==> config.mk <==
export PLATFORM = sky130hd
export DESIGN_NAME = stuffed_frame_receiver_crc16
export DESIGN_NICKNAME = d
export VERILOG_FILES = /design/src/rtl/sfr_pkg.sv /design/src/rtl/sfr_cfg.sv /design/src/rtl/sfr_deframe.sv /design/src/rtl/sfr_run_buf.sv /design/src/rtl/stuffed_frame_receiver_crc16.sv
export SDC_FILE = /design/constraint.sdc
export NUM_CORES = 1
export LEC_CHECK = 0
export BUFFER_PORTS_ARGS = -buffer_cell sky130_fd_sc_hd__buf_2
export CORE_MARGIN = 3
export CORE_UTILIZATION = 55
export CTS_BUF_LIST = sky130_fd_sc_hd__clkbuf_16
export CTS_CLUSTER_SIZE = 12
export DETAILED_ROUTE_END_ITERATION = 7
export PLACE_DENSITY = 0.78
export SLEW_MARGIN = 30
export SYNTH_ARGS = -nofsm -noshare
export SYNTH_HDL_FRONTEND = slang
export SYNTH_SLANG_ARGS = --single-unit
==> constraint.sdc <==
create_clock -name clk -period 3.9 [get_ports clk]
set_clock_uncertainty 0.1 [all_clocks]
set_input_delay 0.39 -clock clk [delete_from_list [all_inputs] [get_ports clk]]
set_output_delay 0.39 -clock clk [all_outputs]
set_load 0.05 [all_outputs]
==> src/rtl/sfr_pkg.sv <==
package sfr_pkg;

	localparam logic [7:0]  SYNC_A      = 8'h77;
	localparam logic [7:0]  SYNC_B      = 8'h21;
	localparam logic [7:0]  STUFF_FILL  = 8'h00;
	localparam logic [15:0] CRC_INIT    = 16'hFFFF;
	localparam logic [15:0] CRC_POLY    = 16'h1021;
	localparam logic [1:0]  LBI_RESET   = 2'd3;
	localparam logic [1:0]  LBI_MIN     = 2'd2;
	localparam logic [6:0]  MFL_RESET   = 7'd127;
	localparam logic [6:0]  COUNT_LIMIT = 7'd127;

	// register index, taken from paddr[2]
	localparam logic REG_LBI = 1'b0;
	localparam logic REG_MFL = 1'b1;

	typedef enum logic [1:0] {
		KIND_BYTE  = 2'd0,
		KIND_GOOD  = 2'd1,
		KIND_BAD   = 2'd2,
		KIND_ABORT = 2'd3
	} kind_t;

	typedef struct packed {
		logic [1:0] lbi;
		logic [6:0] mfl;
	} cfg_t;

	typedef struct packed {
		logic        in_frame;
		logic [6:0]  count;
		logic [7:0]  flen;
		logic [15:0] crc;
	} frm_t;

	typedef struct packed {
		logic [7:0] data;
		kind_t      kind;
	} res_t;

	// results caused by one input byte
	typedef struct packed {
		logic [1:0]      cnt;
		res_t [2:0]      res;
	} run_t;

	typedef struct packed {
		frm_t  st;
		logic  emit;
		logic  fin;
		kind_t fin_kind;
	} stor_t;

	localparam frm_t FRM_RESET = '{in_frame: 1'b0, count: 7'd0, flen: 8'd0, crc: CRC_INIT};
	localparam frm_t FRM_OPEN  = '{in_frame: 1'b1, count: 7'd0, flen: 8'd0, crc: CRC_INIT};

	// crc-16/ccitt-false, msb first, one byte
	function automatic logic [15:0] sfr_crc_byte(logic [15:0] crc, logic [7:0] b);
		logic [15:0] c;
		c = crc ^ {b, 8'h00};
		for (int k = 0; k < 8; k++) begin
			c = c[15] ? ({c[14:0], 1'b0} ^ CRC_POLY) : {c[14:0], 1'b0};
		end
		return c;
	endfunction

	// store one byte into the open frame and check for the frame end
	function automatic stor_t sfr_store(frm_t s, logic [7:0] b, cfg_t cfg);
		stor_t r;
		r.st       = s;
		r.emit     = 1'b0;
		r.fin      = 1'b0;
		r.fin_kind = KIND_BYTE;
		if (s.in_frame) begin
			r.emit = 1'b1;
			if (s.count >= 7'd2) begin
				r.st.crc = sfr_crc_byte(s.crc, b);
			end
			r.st.count = s.count + 7'd1;
			if (s.count == {5'd0, cfg.lbi}) begin
				r.st.flen = b;
				if (b < ({6'd0, cfg.lbi} + 8'd2) || b > {1'b0, cfg.mfl}) begin
					r.st.in_frame = 1'b0;
					r.fin         = 1'b1;
					r.fin_kind    = KIND_ABORT;
				end
			end else if ({1'b0, r.st.count} > ({6'd0, cfg.lbi} + 8'd1)
					&& {1'b0, r.st.count} == s.flen) begin
				r.st.in_frame = 1'b0;
				r.fin         = 1'b1;
				r.fin_kind    = (r.st.crc == 16'd0) ? KIND_GOOD : KIND_BAD;
			end else if (r.st.count >= cfg.mfl || r.st.count == COUNT_LIMIT) begin
				r.st.in_frame = 1'b0;
				r.fin         = 1'b1;
				r.fin_kind    = KIND_ABORT;
			end
		end
		return r;
	endfunction

	function automatic run_t sfr_run_add(run_t r, logic [7:0] data, kind_t kind);
		run_t o;
		o                  = r;
		o.res[r.cnt].data  = data;
		o.res[r.cnt].kind  = kind;
		o.cnt              = r.cnt + 2'd1;
		return o;
	endfunction

	function automatic run_t sfr_run_store(run_t r, stor_t s, logic [7:0] b);
		run_t o;
		o = r;
		if (s.emit) begin
			o = sfr_run_add(o, b, KIND_BYTE);
		end
		if (s.fin) begin
			o = sfr_run_add(o, 8'h00, s.fin_kind);
		end
		return o;
	endfunction

endpackage

==> src/rtl/sfr_cfg.sv <==
module sfr_cfg (
	input  logic              clk,
	input  logic              arst_n,
	input  logic              psel,
	input  logic              penable,
	input  logic              pwrite,
	input  logic [2:0]        paddr,
	input  logic [31:0]       pwdata,
	output logic [31:0]       prdata,
	output logic              pready,
	output sfr_pkg::cfg_t     cfg
);
	import sfr_pkg::*;

	logic [1:0] lbi_q;
	logic [6:0] mfl_q;
	logic       wr_en;

	assign wr_en  = psel && penable && pwrite;
	assign pready = 1'b1;

	always_ff @(posedge clk or negedge arst_n) begin
		if (!arst_n) begin
			lbi_q <= LBI_RESET;
			mfl_q <= MFL_RESET;
		end else if (wr_en) begin
			if (paddr[2] == REG_LBI) begin
				// positions below two are not legal and are ignored
				if (pwdata[1:0] >= LBI_MIN) begin
					lbi_q <= pwdata[1:0];
				end
			end else begin
				mfl_q <= pwdata[6:0];
			end
		end
	end

	always_comb begin
		if (paddr[2] == REG_MFL) begin
			prdata = {25'd0, mfl_q};
		end else begin
			prdata = {30'd0, lbi_q};
		end
	end

	assign cfg.lbi = lbi_q;
	assign cfg.mfl = mfl_q;

endmodule

==> src/rtl/sfr_deframe.sv <==
module sfr_deframe (
	input  logic              clk,
	input  logic              arst_n,
	input  logic              step_en,
	input  logic [7:0]        rx_byte_s1,
	input  sfr_pkg::cfg_t     cfg,
	output sfr_pkg::run_t     run
);
	import sfr_pkg::*;

	logic  esc_q;
	frm_t  frm_q;
	logic  esc_d;
	frm_t  frm_d;
	stor_t sa;
	stor_t sb;

	always_comb begin
		run   = '0;
		esc_d = esc_q;
		frm_d = frm_q;
		sa    = '0;
		sb    = '0;
		if (!esc_q) begin
			if (rx_byte_s1 == SYNC_A) begin
				esc_d = 1'b1;
			end else begin
				sa    = sfr_store(frm_d, rx_byte_s1, cfg);
				frm_d = sa.st;
				run   = sfr_run_store(run, sa, rx_byte_s1);
			end
		end else begin
			esc_d = 1'b0;
			if (rx_byte_s1 == SYNC_B) begin
				// sync inside a frame drops the open one first
				if (frm_d.in_frame) begin
					run = sfr_run_add(run, 8'h00, KIND_ABORT);
				end
				sa    = sfr_store(FRM_OPEN, SYNC_A, cfg);
				sb    = sfr_store(sa.st, SYNC_B, cfg);
				frm_d = sb.st;
				run   = sfr_run_store(run, sa, SYNC_A);
				run   = sfr_run_store(run, sb, SYNC_B);
			end else if (rx_byte_s1 == STUFF_FILL && frm_d.in_frame) begin
				sa    = sfr_store(frm_d, SYNC_A, cfg);
				frm_d = sa.st;
				run   = sfr_run_store(run, sa, SYNC_A);
			end else begin
				// lone escape byte is plain data
				sa    = sfr_store(frm_d, SYNC_A, cfg);
				frm_d = sa.st;
				run   = sfr_run_store(run, sa, SYNC_A);
				if (rx_byte_s1 == SYNC_A) begin
					esc_d = 1'b1;
				end else begin
					sb    = sfr_store(frm_d, rx_byte_s1, cfg);
					frm_d = sb.st;
					run   = sfr_run_store(run, sb, rx_byte_s1);
				end
			end
		end
	end

	always_ff @(posedge clk or negedge arst_n) begin
		if (!arst_n) begin
			esc_q <= 1'b0;
			frm_q <= FRM_RESET;
		end else if (step_en) begin
			esc_q <= esc_d;
			frm_q <= frm_d;
		end
	end

endmodule

==> src/rtl/sfr_run_buf.sv <==
module sfr_run_buf (
	input  logic              clk,
	input  logic              arst_n,
	input  logic              load,
	input  sfr_pkg::run_t     run,
	output logic              load_ok,
	output logic              res_valid,
	input  logic              res_ready,
	output logic [7:0]        out_byte,
	output logic [1:0]        result_kind,
	output logic              last_of_run
);
	import sfr_pkg::*;

	run_t       run_q;
	logic [1:0] idx_q;
	logic       busy_q;
	logic       pop;
	logic       is_last;

	assign is_last = (idx_q == (run_q.cnt - 2'd1));
	assign pop     = busy_q && res_ready;
	assign load_ok = !busy_q || (pop && is_last);

	always_ff @(posedge clk or negedge arst_n) begin
		if (!arst_n) begin
			busy_q <= 1'b0;
			idx_q  <= 2'd0;
		end else if (load && load_ok) begin
			busy_q <= (run.cnt != 2'd0);
			idx_q  <= 2'd0;
		end else if (pop) begin
			if (is_last) begin
				busy_q <= 1'b0;
			end else begin
				idx_q <= idx_q + 2'd1;
			end
		end
	end

	always_ff @(posedge clk) begin
		if (load && load_ok) begin
			run_q <= run;
		end
	end

	assign res_valid   = busy_q;
	assign out_byte    = run_q.res[idx_q].data;
	assign result_kind = run_q.res[idx_q].kind;
	assign last_of_run = is_last;

endmodule

==> src/rtl/stuffed_frame_receiver_crc16.sv <==
// Byte-stuffed frame receiver with CRC-16/CCITT-FALSE check. One raw line byte
// enters per rx transaction; the pair 0x77 0x21 opens a frame, 0x77 0x00 inside
// a frame stands for a data byte 0x77, and bytes outside a frame are dropped.
// Every stored frame byte comes out as a result of kind 0; when the count
// reaches the length byte (at position length_byte_index) a kind 1 (crc good)
// or kind 2 (crc bad) result closes the frame, and kind 3 reports a frame
// abandoned by a new sync, a bad length byte or an overrun. last_of_run marks
// the final result of each input byte; a byte may cause none and at most three.
// Timing: a byte is held in the input register while its whole run of results
// is worked out combinationally; the run is loaded into the run buffer once the
// buffer can take it, and the first result is offered from that register. The
// single result port drains the run buffer one result per cycle while res_ready
// is high, which sets the rate: a byte with several results holds the next
// byte in the input register until its run is taken, so the block takes one
// byte per cycle only while res_ready stays high and no byte has several results.
// Registers (32-bit apb, pready always high): 0x0 length_byte_index (2..3,
// writes of 0 or 1 are dropped, reset 3), 0x4 max_frame_length (reset 127).
// Change registers only while no frame traffic is in flight.
module stuffed_frame_receiver_crc16 (
	input  logic        clk,
	input  logic        arst_n,
	// receive channel
	input  logic        rx_valid,
	output logic        rx_ready,
	input  logic [7:0]  rx_byte,
	// result channel
	output logic        res_valid,
	input  logic        res_ready,
	output logic [7:0]  out_byte,
	output logic [1:0]  result_kind,
	output logic        last_of_run,
	// configuration
	input  logic        psel,
	input  logic        penable,
	input  logic        pwrite,
	input  logic [2:0]  paddr,
	input  logic [31:0] pwdata,
	output logic [31:0] prdata,
	output logic        pready
);
	import sfr_pkg::*;

	cfg_t       cfg;
	run_t       run;
	logic       valid_s1;
	logic [7:0] rx_byte_s1;
	logic       load_ok;
	logic       take;

	// input byte moves on once the run buffer can take its results
	assign take     = valid_s1 && load_ok;
	assign rx_ready = !valid_s1 || take;

	always_ff @(posedge clk or negedge arst_n) begin
		if (!arst_n) begin
			valid_s1 <= 1'b0;
		end else if (rx_ready) begin
			valid_s1 <= rx_valid;
		end
	end

	// payload only, no reset needed
	always_ff @(posedge clk) begin
		if (rx_valid && rx_ready) begin
			rx_byte_s1 <= rx_byte;
		end
	end

	sfr_cfg u_cfg (
		.clk     (clk),
		.arst_n  (arst_n),
		.psel    (psel),
		.penable (penable),
		.pwrite  (pwrite),
		.paddr   (paddr),
		.pwdata  (pwdata),
		.prdata  (prdata),
		.pready  (pready),
		.cfg     (cfg)
	);

	// unstuffing, framing and crc state, one byte per step
	sfr_deframe u_deframe (
		.clk        (clk),
		.arst_n     (arst_n),
		.step_en    (take),
		.rx_byte_s1 (rx_byte_s1),
		.cfg        (cfg),
		.run        (run)
	);

	// holds up to three results of one byte and hands them out in order
	sfr_run_buf u_run_buf (
		.clk         (clk),
		.arst_n      (arst_n),
		.load        (take),
		.run         (run),
		.load_ok     (load_ok),
		.res_valid   (res_valid),
		.res_ready   (res_ready),
		.out_byte    (out_byte),
		.result_kind (result_kind),
		.last_of_run (last_of_run)
	);

endmodule

After elaboration in Yosys (flattened, before gate mapping)
Index checks and enable logic that the tools add are counted.

word-level totals
  flip-flop bits (word level) = 86
  bits in latches = 0
  memory bits (writable) = 0
  memory bits (read-only) = 0
  output and inout bits = 46
  logic and storage cells = 387
  memories kept = 0

operators by class
  $add $sub $neg = 16
  multipliers = 0
  divide/modulo/power cells = 0
  magnitude comparators = 36
  equal/unequal tests = 15
  shifts and indexed selects = 0
  muxes and demuxes = 225
  bitwise logic cells = 28
  reduce and logical (&&, ||, !) cells = 49

operators with widths
  cell                                                                                 count
  32-bit 2-to-1 mux                                                                    42
  36-bit 2-to-1 mux                                                                    19
  30-bit bitwise mux                                                                   18
  16-bit 2-to-1 mux                                                                    23
  10-bit demux with 2-bit select                                                       18
  13-bit 2-to-1 mux                                                                    24
  31-bit 2-to-1 mux                                                                    4
  10-bit 2-to-1 mux                                                                    10
  16-bit logical NOT                                                                   5
  3-bit inverter                                                                       24
  3-bit 2-to-1 mux                                                                     18
  2-bit 2-to-1 mux                                                                     17
  8-bit 2-to-1 mux                                                                     4
  16-bit XOR                                                                           2
  2-bit by 3-bit < comparator with 1-bit output, second input constant                 10
  7-bit by 8-bit equality test with 1-bit output                                       3
  7-bit by 8-bit greater-than comparator with 1-bit output                             3
  1-bit 2-to-1 mux                                                                     22
  7-bit by 1-bit adder with 7-bit output, second input constant                        3
  7-bit by 2-bit equality test with 1-bit output                                       3
  7-bit equality test, second input constant                                           3
  7-bit by 2-bit greater-or-equal comparator with 1-bit output, second input constant  3
  7-bit greater-or-equal comparator                                                    3
  2-bit by 1-bit adder with 2-bit output, second input constant                        10
  other kinds (34)                                                                     78

Depth between registers and ports, before layout
  depth after elaboration = 79
  gate-level depth with buffers = 18
  gate-level depth less buffers = 18

Cells and area by module
From an unflattened synthesis, not the netlist that was laid out.

second synthesis, totals
  cells, all modules = 1102
  area, all modules = 9162.5 um^2

modules (own cells, without submodules)
  module                        times used  cells each  area each (um^2)
  sfr_deframe                   1           933         6750.2
  sfr_run_buf                   1           99          1440.1
  sfr_cfg                       1           57          671.9
  stuffed_frame_receiver_crc16  1           13          300.3

Worst setup path before layout
OpenSTA, ideal clock, no wires.

  path kind = register -> register
  start point = reg u_deframe.frm_q[24] (netlist name)
  end point = reg u_run_buf.busy_q (netlist: u_run_buf.res_valid)
  setup time = 0.130 ns
  data arrival time = 3.832 ns
  slack = -0.162 ns
  stages on the path, launching flop included = 17
  period minus slack after synthesis = 4.062 ns
  path through = dfrtp_1 > inv_1 > ha_1 > nor2b_1 > a21o_1 > ha_1 > o21ai_1 > a2111oi_0 > xnor2_1 > a21oi_1 > ha_1 > a21boi_0 > a2111o_1 > a31oi_1 > o21ai_0 > a211oi_1 > o21ai_1

on the way
  cells in the longest elaborated chain, start to end = 28
  elaborated cells between the ends (all ways) = 67
  those cells by class = 4 x add/sub; 4 x order compare; 6 x eq/ne; 48 x mux; 5 x reduce/logical

RTL lines
  element                                                                          line               source
  start: declaration                                                               sfr_deframe.sv:12  frm_t frm_q;
  start signal: assignment                                                         sfr_deframe.sv:70  frm_q <= frm_d;
  7-bit by 1-bit adder with 7-bit output                                           sfr_pkg.sv:79      r.st.count = s.count + 7'd1;
  7-bit greater-or-equal comparator / 7-bit equality test (equally long branches)  sfr_pkg.sv:92      end else if (r.st.count >= cfg.mfl || r.st.count == COUNT_LIMIT) begin
  1-bit logical OR                                                                 sfr_pkg.sv:92
  3-bit 2-to-1 mux / 1-bit 2-to-1 mux (equally long branches)                      sfr_pkg.sv:92
  3-bit 2-to-1 mux / 1-bit 2-to-1 mux (equally long branches)                      sfr_pkg.sv:87      end else if ({1'b0, r.st.count} > ({6'd0, cfg.lbi} + 8'd1)
  3-bit 2-to-1 mux / 1-bit 2-to-1 mux (equally long branches)                      sfr_pkg.sv:80      if (s.count == {5'd0, cfg.lbi}) begin
  36-bit 2-to-1 mux                                                                sfr_pkg.sv:74      if (s.in_frame) begin
  36-bit 2-to-1 mux                                                                sfr_deframe.sv:44  end else if (rx_byte_s1 == STUFF_FILL && frm_d.in_frame) begin
  (+12 left out)                                                                   n/a
  2-bit by 1-bit adder with 2-bit output                                           sfr_pkg.sv:106     o.cnt = r.cnt + 2'd1;
  32-bit 2-to-1 mux                                                                sfr_pkg.sv:116     if (s.fin) begin
  32-bit 2-to-1 mux                                                                sfr_deframe.sv:53  if (rx_byte_s1 == SYNC_A) begin
  32-bit 2-to-1 mux                                                                sfr_deframe.sv:44
  32-bit 2-to-1 mux                                                                sfr_deframe.sv:34  if (rx_byte_s1 == SYNC_B) begin
  32-bit 2-to-1 mux (*)                                                            sfr_deframe.sv:24  if (!esc_q) begin
  2-bit nonzero test (*)                                                           sfr_run_buf.sv:30  busy_q <= (run.cnt != 2'd0);
  1-bit 2-to-1 mux (*)                                                             sfr_run_buf.sv:29  end else if (load && load_ok) begin
  end signal: assignment                                                           sfr_run_buf.sv:30
  end: declaration                                                                 sfr_run_buf.sv:17  logic busy_q;

Every way passes the cells marked *; elsewhere a longest branch is shown, timed or not. The select of a mux whose other input is x is not followed.
A chain may end at the register's enable or synchronous reset.

Worst setup path in the final report
Same ends and word-level chain as after synthesis.

==> qor.yml <==
syn-mean-instance-area_um2: 8.17
drtIter0Drc: 1179
final_area_um2: 10600
grtUsageMet2: 0.543
syn_inst: 1114
cts_max_level: 3
layout_setup_ws_ns: 0.136
via_per_inst: 6.53
cp.arrival_ns: 3.89
period_share: 0.965
irDropWorstVdd_mv: 0.595
remaining_drc_errors: 0
maxSlewHeadroom: 0.402
grt_use_met3: 0.0563
pre_cts_ws_ns: -0.106
yosysUniqueCellTypes: 87
rsz0062_at_grt: "yes"
numCtsBuffers: 9
drive_gt1_frac: 0.219
grt_pass1_wl_um: 48700
grt_pass1_vias: 8762
dr.pass1.iters: 5
yosys.area.top_type: "edfxtp_1"
insertion_delay_ns: 0.36
cts_tree: "done"
worstSetupPathType: "flop to flop"
drv_cap: 0
root_buffer: "clkbuf_16"
power_density_nw_per_um2: 947
synth_ff_type: "edfxtp_1"
place_congestion: 1.04
synth_seq_area_share: 0.262
hold_viol: 0
cp_max_fo: 5
min_period_ns: 3.76
chipHeight_um: 135
drv_slew: 0
synth_warnings: 0
final_core_util: 0.658
cts_sinks: 86
grt_usage: 0.343
timing.fmax_mhz: 266
leakage_uw: 0.00439
nNetsFinal: 1317
status: "completed"
synth_enable_flop_cells: 40
row_count: 46
ios: 96
clk_pin_slew_worst_paths_ns: 0.08
asyncSetResetFlopFracSynth: 0.535
io_buffers: 42
yosysMostFrequentCell: "nand2_1"
fp.dieArea_um2: 18100
initial_core_util: 0.567
setup_tns_ns: 0
hold_path.class: "primary input to asynchronous set/reset pin"
ant_nets: 0
vias: 9364
cp-start-kind: "flop"
grt-busiest-layer: "met2"
syn_area_um2: 9100
dpl_cell_area_um2: 10100
grt_antenna_before_repair: 0
die_x_um: 135
clock_path_buffers: 2
endpoint_kind: "flop"
p_total_uw: 10000
synth_top_cell_area_share: 0.132
dp_hpwl_um: 23300
ys_seq_elements: 86
fill_cells: 1359
wl_per_cell_um: 21.8
grt_start_max_net_pins: 37
gr-usage-met1: 0.461
setup_viol: 0
synth_area_leaders: "edfxtp_1 (13%), ha_1 (7.3%), dfstp_2 (7.2%)"
syn2layout_area_growth_pct: 16.1
grt-ovfl-total: 0
core-area_um2: 16100
wl_um: 31300
cp.required_ns: 4.03
worst-slew-pin-transition_ns: 0.896
antenna_cells: 0
synthTopCellsByCount: "nand2_1 (96), o21ai_0 (88), nor2_1 (81)"
## state kept, by name (all words and copies together) (netlist names)
signal	cells
u_deframe.frm_q	32
u_run_buf.run_q	32
rx_byte_s1	8
u_cfg.mfl_q	7
u_cfg.lbi_q	2
u_run_buf.idx_q	2
u_deframe.esc_q	1
u_run_buf.res_valid	1
valid_s1	1
## placed cells by master, fill, tap and decap left out, types with 12 or more instances in the layout
cell,n
a21o_1,17
buf_4,122
a31oi_1,15
o21ai_1,13
nor2b_1,12
dfstp_2,25
ha_1,50
edfxtp_1,40
and2_1,13
nand3_1,29
xnor2_1,71
nor3_1,19
xor2_1,31
o21ai_0,84
dfrtp_1,19
nor4_1,12
a21oi_1,80
inv_1,36
buf_2,42
conb_1,34
mux2i_1,29
nand2_1,96
nor2_1,80
## through the flow
step	cells	hold WS (ns)
after CTS	1434	0.0192
after floorplan	1146	-0.00559
final	1435	0.00504
after global routing	1435	0.0509
after global placement	1418	0.389
after detailed placement	1418	0.398
## per-layer routing
metal | up-vias | wire length (um)
met1 | 4361 | 12300
met5 | - | 0
met4 | 0 | 1640
li1 | 4209 | -
met2 | 652 | 14000
met3 | 142 | 3270
## power breakdown
group / total, uW / leakage [uW] / switching, uW / internal [uW]
registers: 1720 / 0.000921 / 395 / 1320
clock network: 892 / 0.000147 / 438 / 454
logic: 7400 / 0.00332 / 4420 / 2980
total: 10000 / 0.00439 / 5260 / 4750
## worst max-delay path, cell delays in order (launching register included)
cell	delay (ns)
dfrtp_2	0.41
inv_2	0.08
ha_4	0.22
or4bb_1	0.50
a31oi_1	0.24
buf_4	0.17
xnor2_2	0.11
inv_1	0.09
ha_1	0.29
a21oi_1	0.12
o21ai_1	0.08
nand3_1	0.08
a21boi_0	0.10
a2111o_1	0.37
a31oi_4	0.22
o21ai_1	0.12
a211oi_1	0.26
o21ai_1	0.09
## layout make-up
type | instances | area, um2 | area share
Sequential cell | 86 | 2390 | 0.226
Inverter | 38 | 143 | 0.0135
Multi-Input combinational cell | 912 | 6290 | 0.595
Tap cell | 216 | 270 | 0.0256
Clock inverter | 7 | 73.8 | 0.00699
Timing Repair Buffer | 167 | 1180 | 0.111
Clock buffer | 9 | 225 | 0.0213
## cells by family after synthesis
logic type,after synthesis,synth area share
fa+ha+maj,53,0.0729
flops,86,0.262
simple gates,341,0.188
buf+inv,148,0.0756
mux,39,0.0443
compound gates,332,0.237
xor+xnor,113,0.119
other cells,2,0.000826
## what timing repair did
item,CTS,global route
resized for setup,5,24
pin swaps,0,7
hold buffers,0,0
setup endpoints to repair,4,25
setup buffers,0,1
hold endpoints to repair,0,0
## final timing paths
check	slack [ns]	startpoint	cells past startpoint	endpoint
worst max register to register	0.14	u_deframe.frm_q[24]	17	u_run_buf.res_valid
min in group clk	0.10	rx_byte[1]	1	rx_byte_s1[1]
worst min register to register	0.47	u_run_buf.res_valid	1	u_run_buf.idx_q[0]
max in group asynchronous	2.86	arst_n	2	u_cfg.lbi_q[1]
worst max-delay path	0.14	u_deframe.frm_q[24]	17	u_run_buf.res_valid
worst min-delay path	0.005	arst_n	1	u_deframe.frm_q[25]
(Power assumes the default switching activity.)
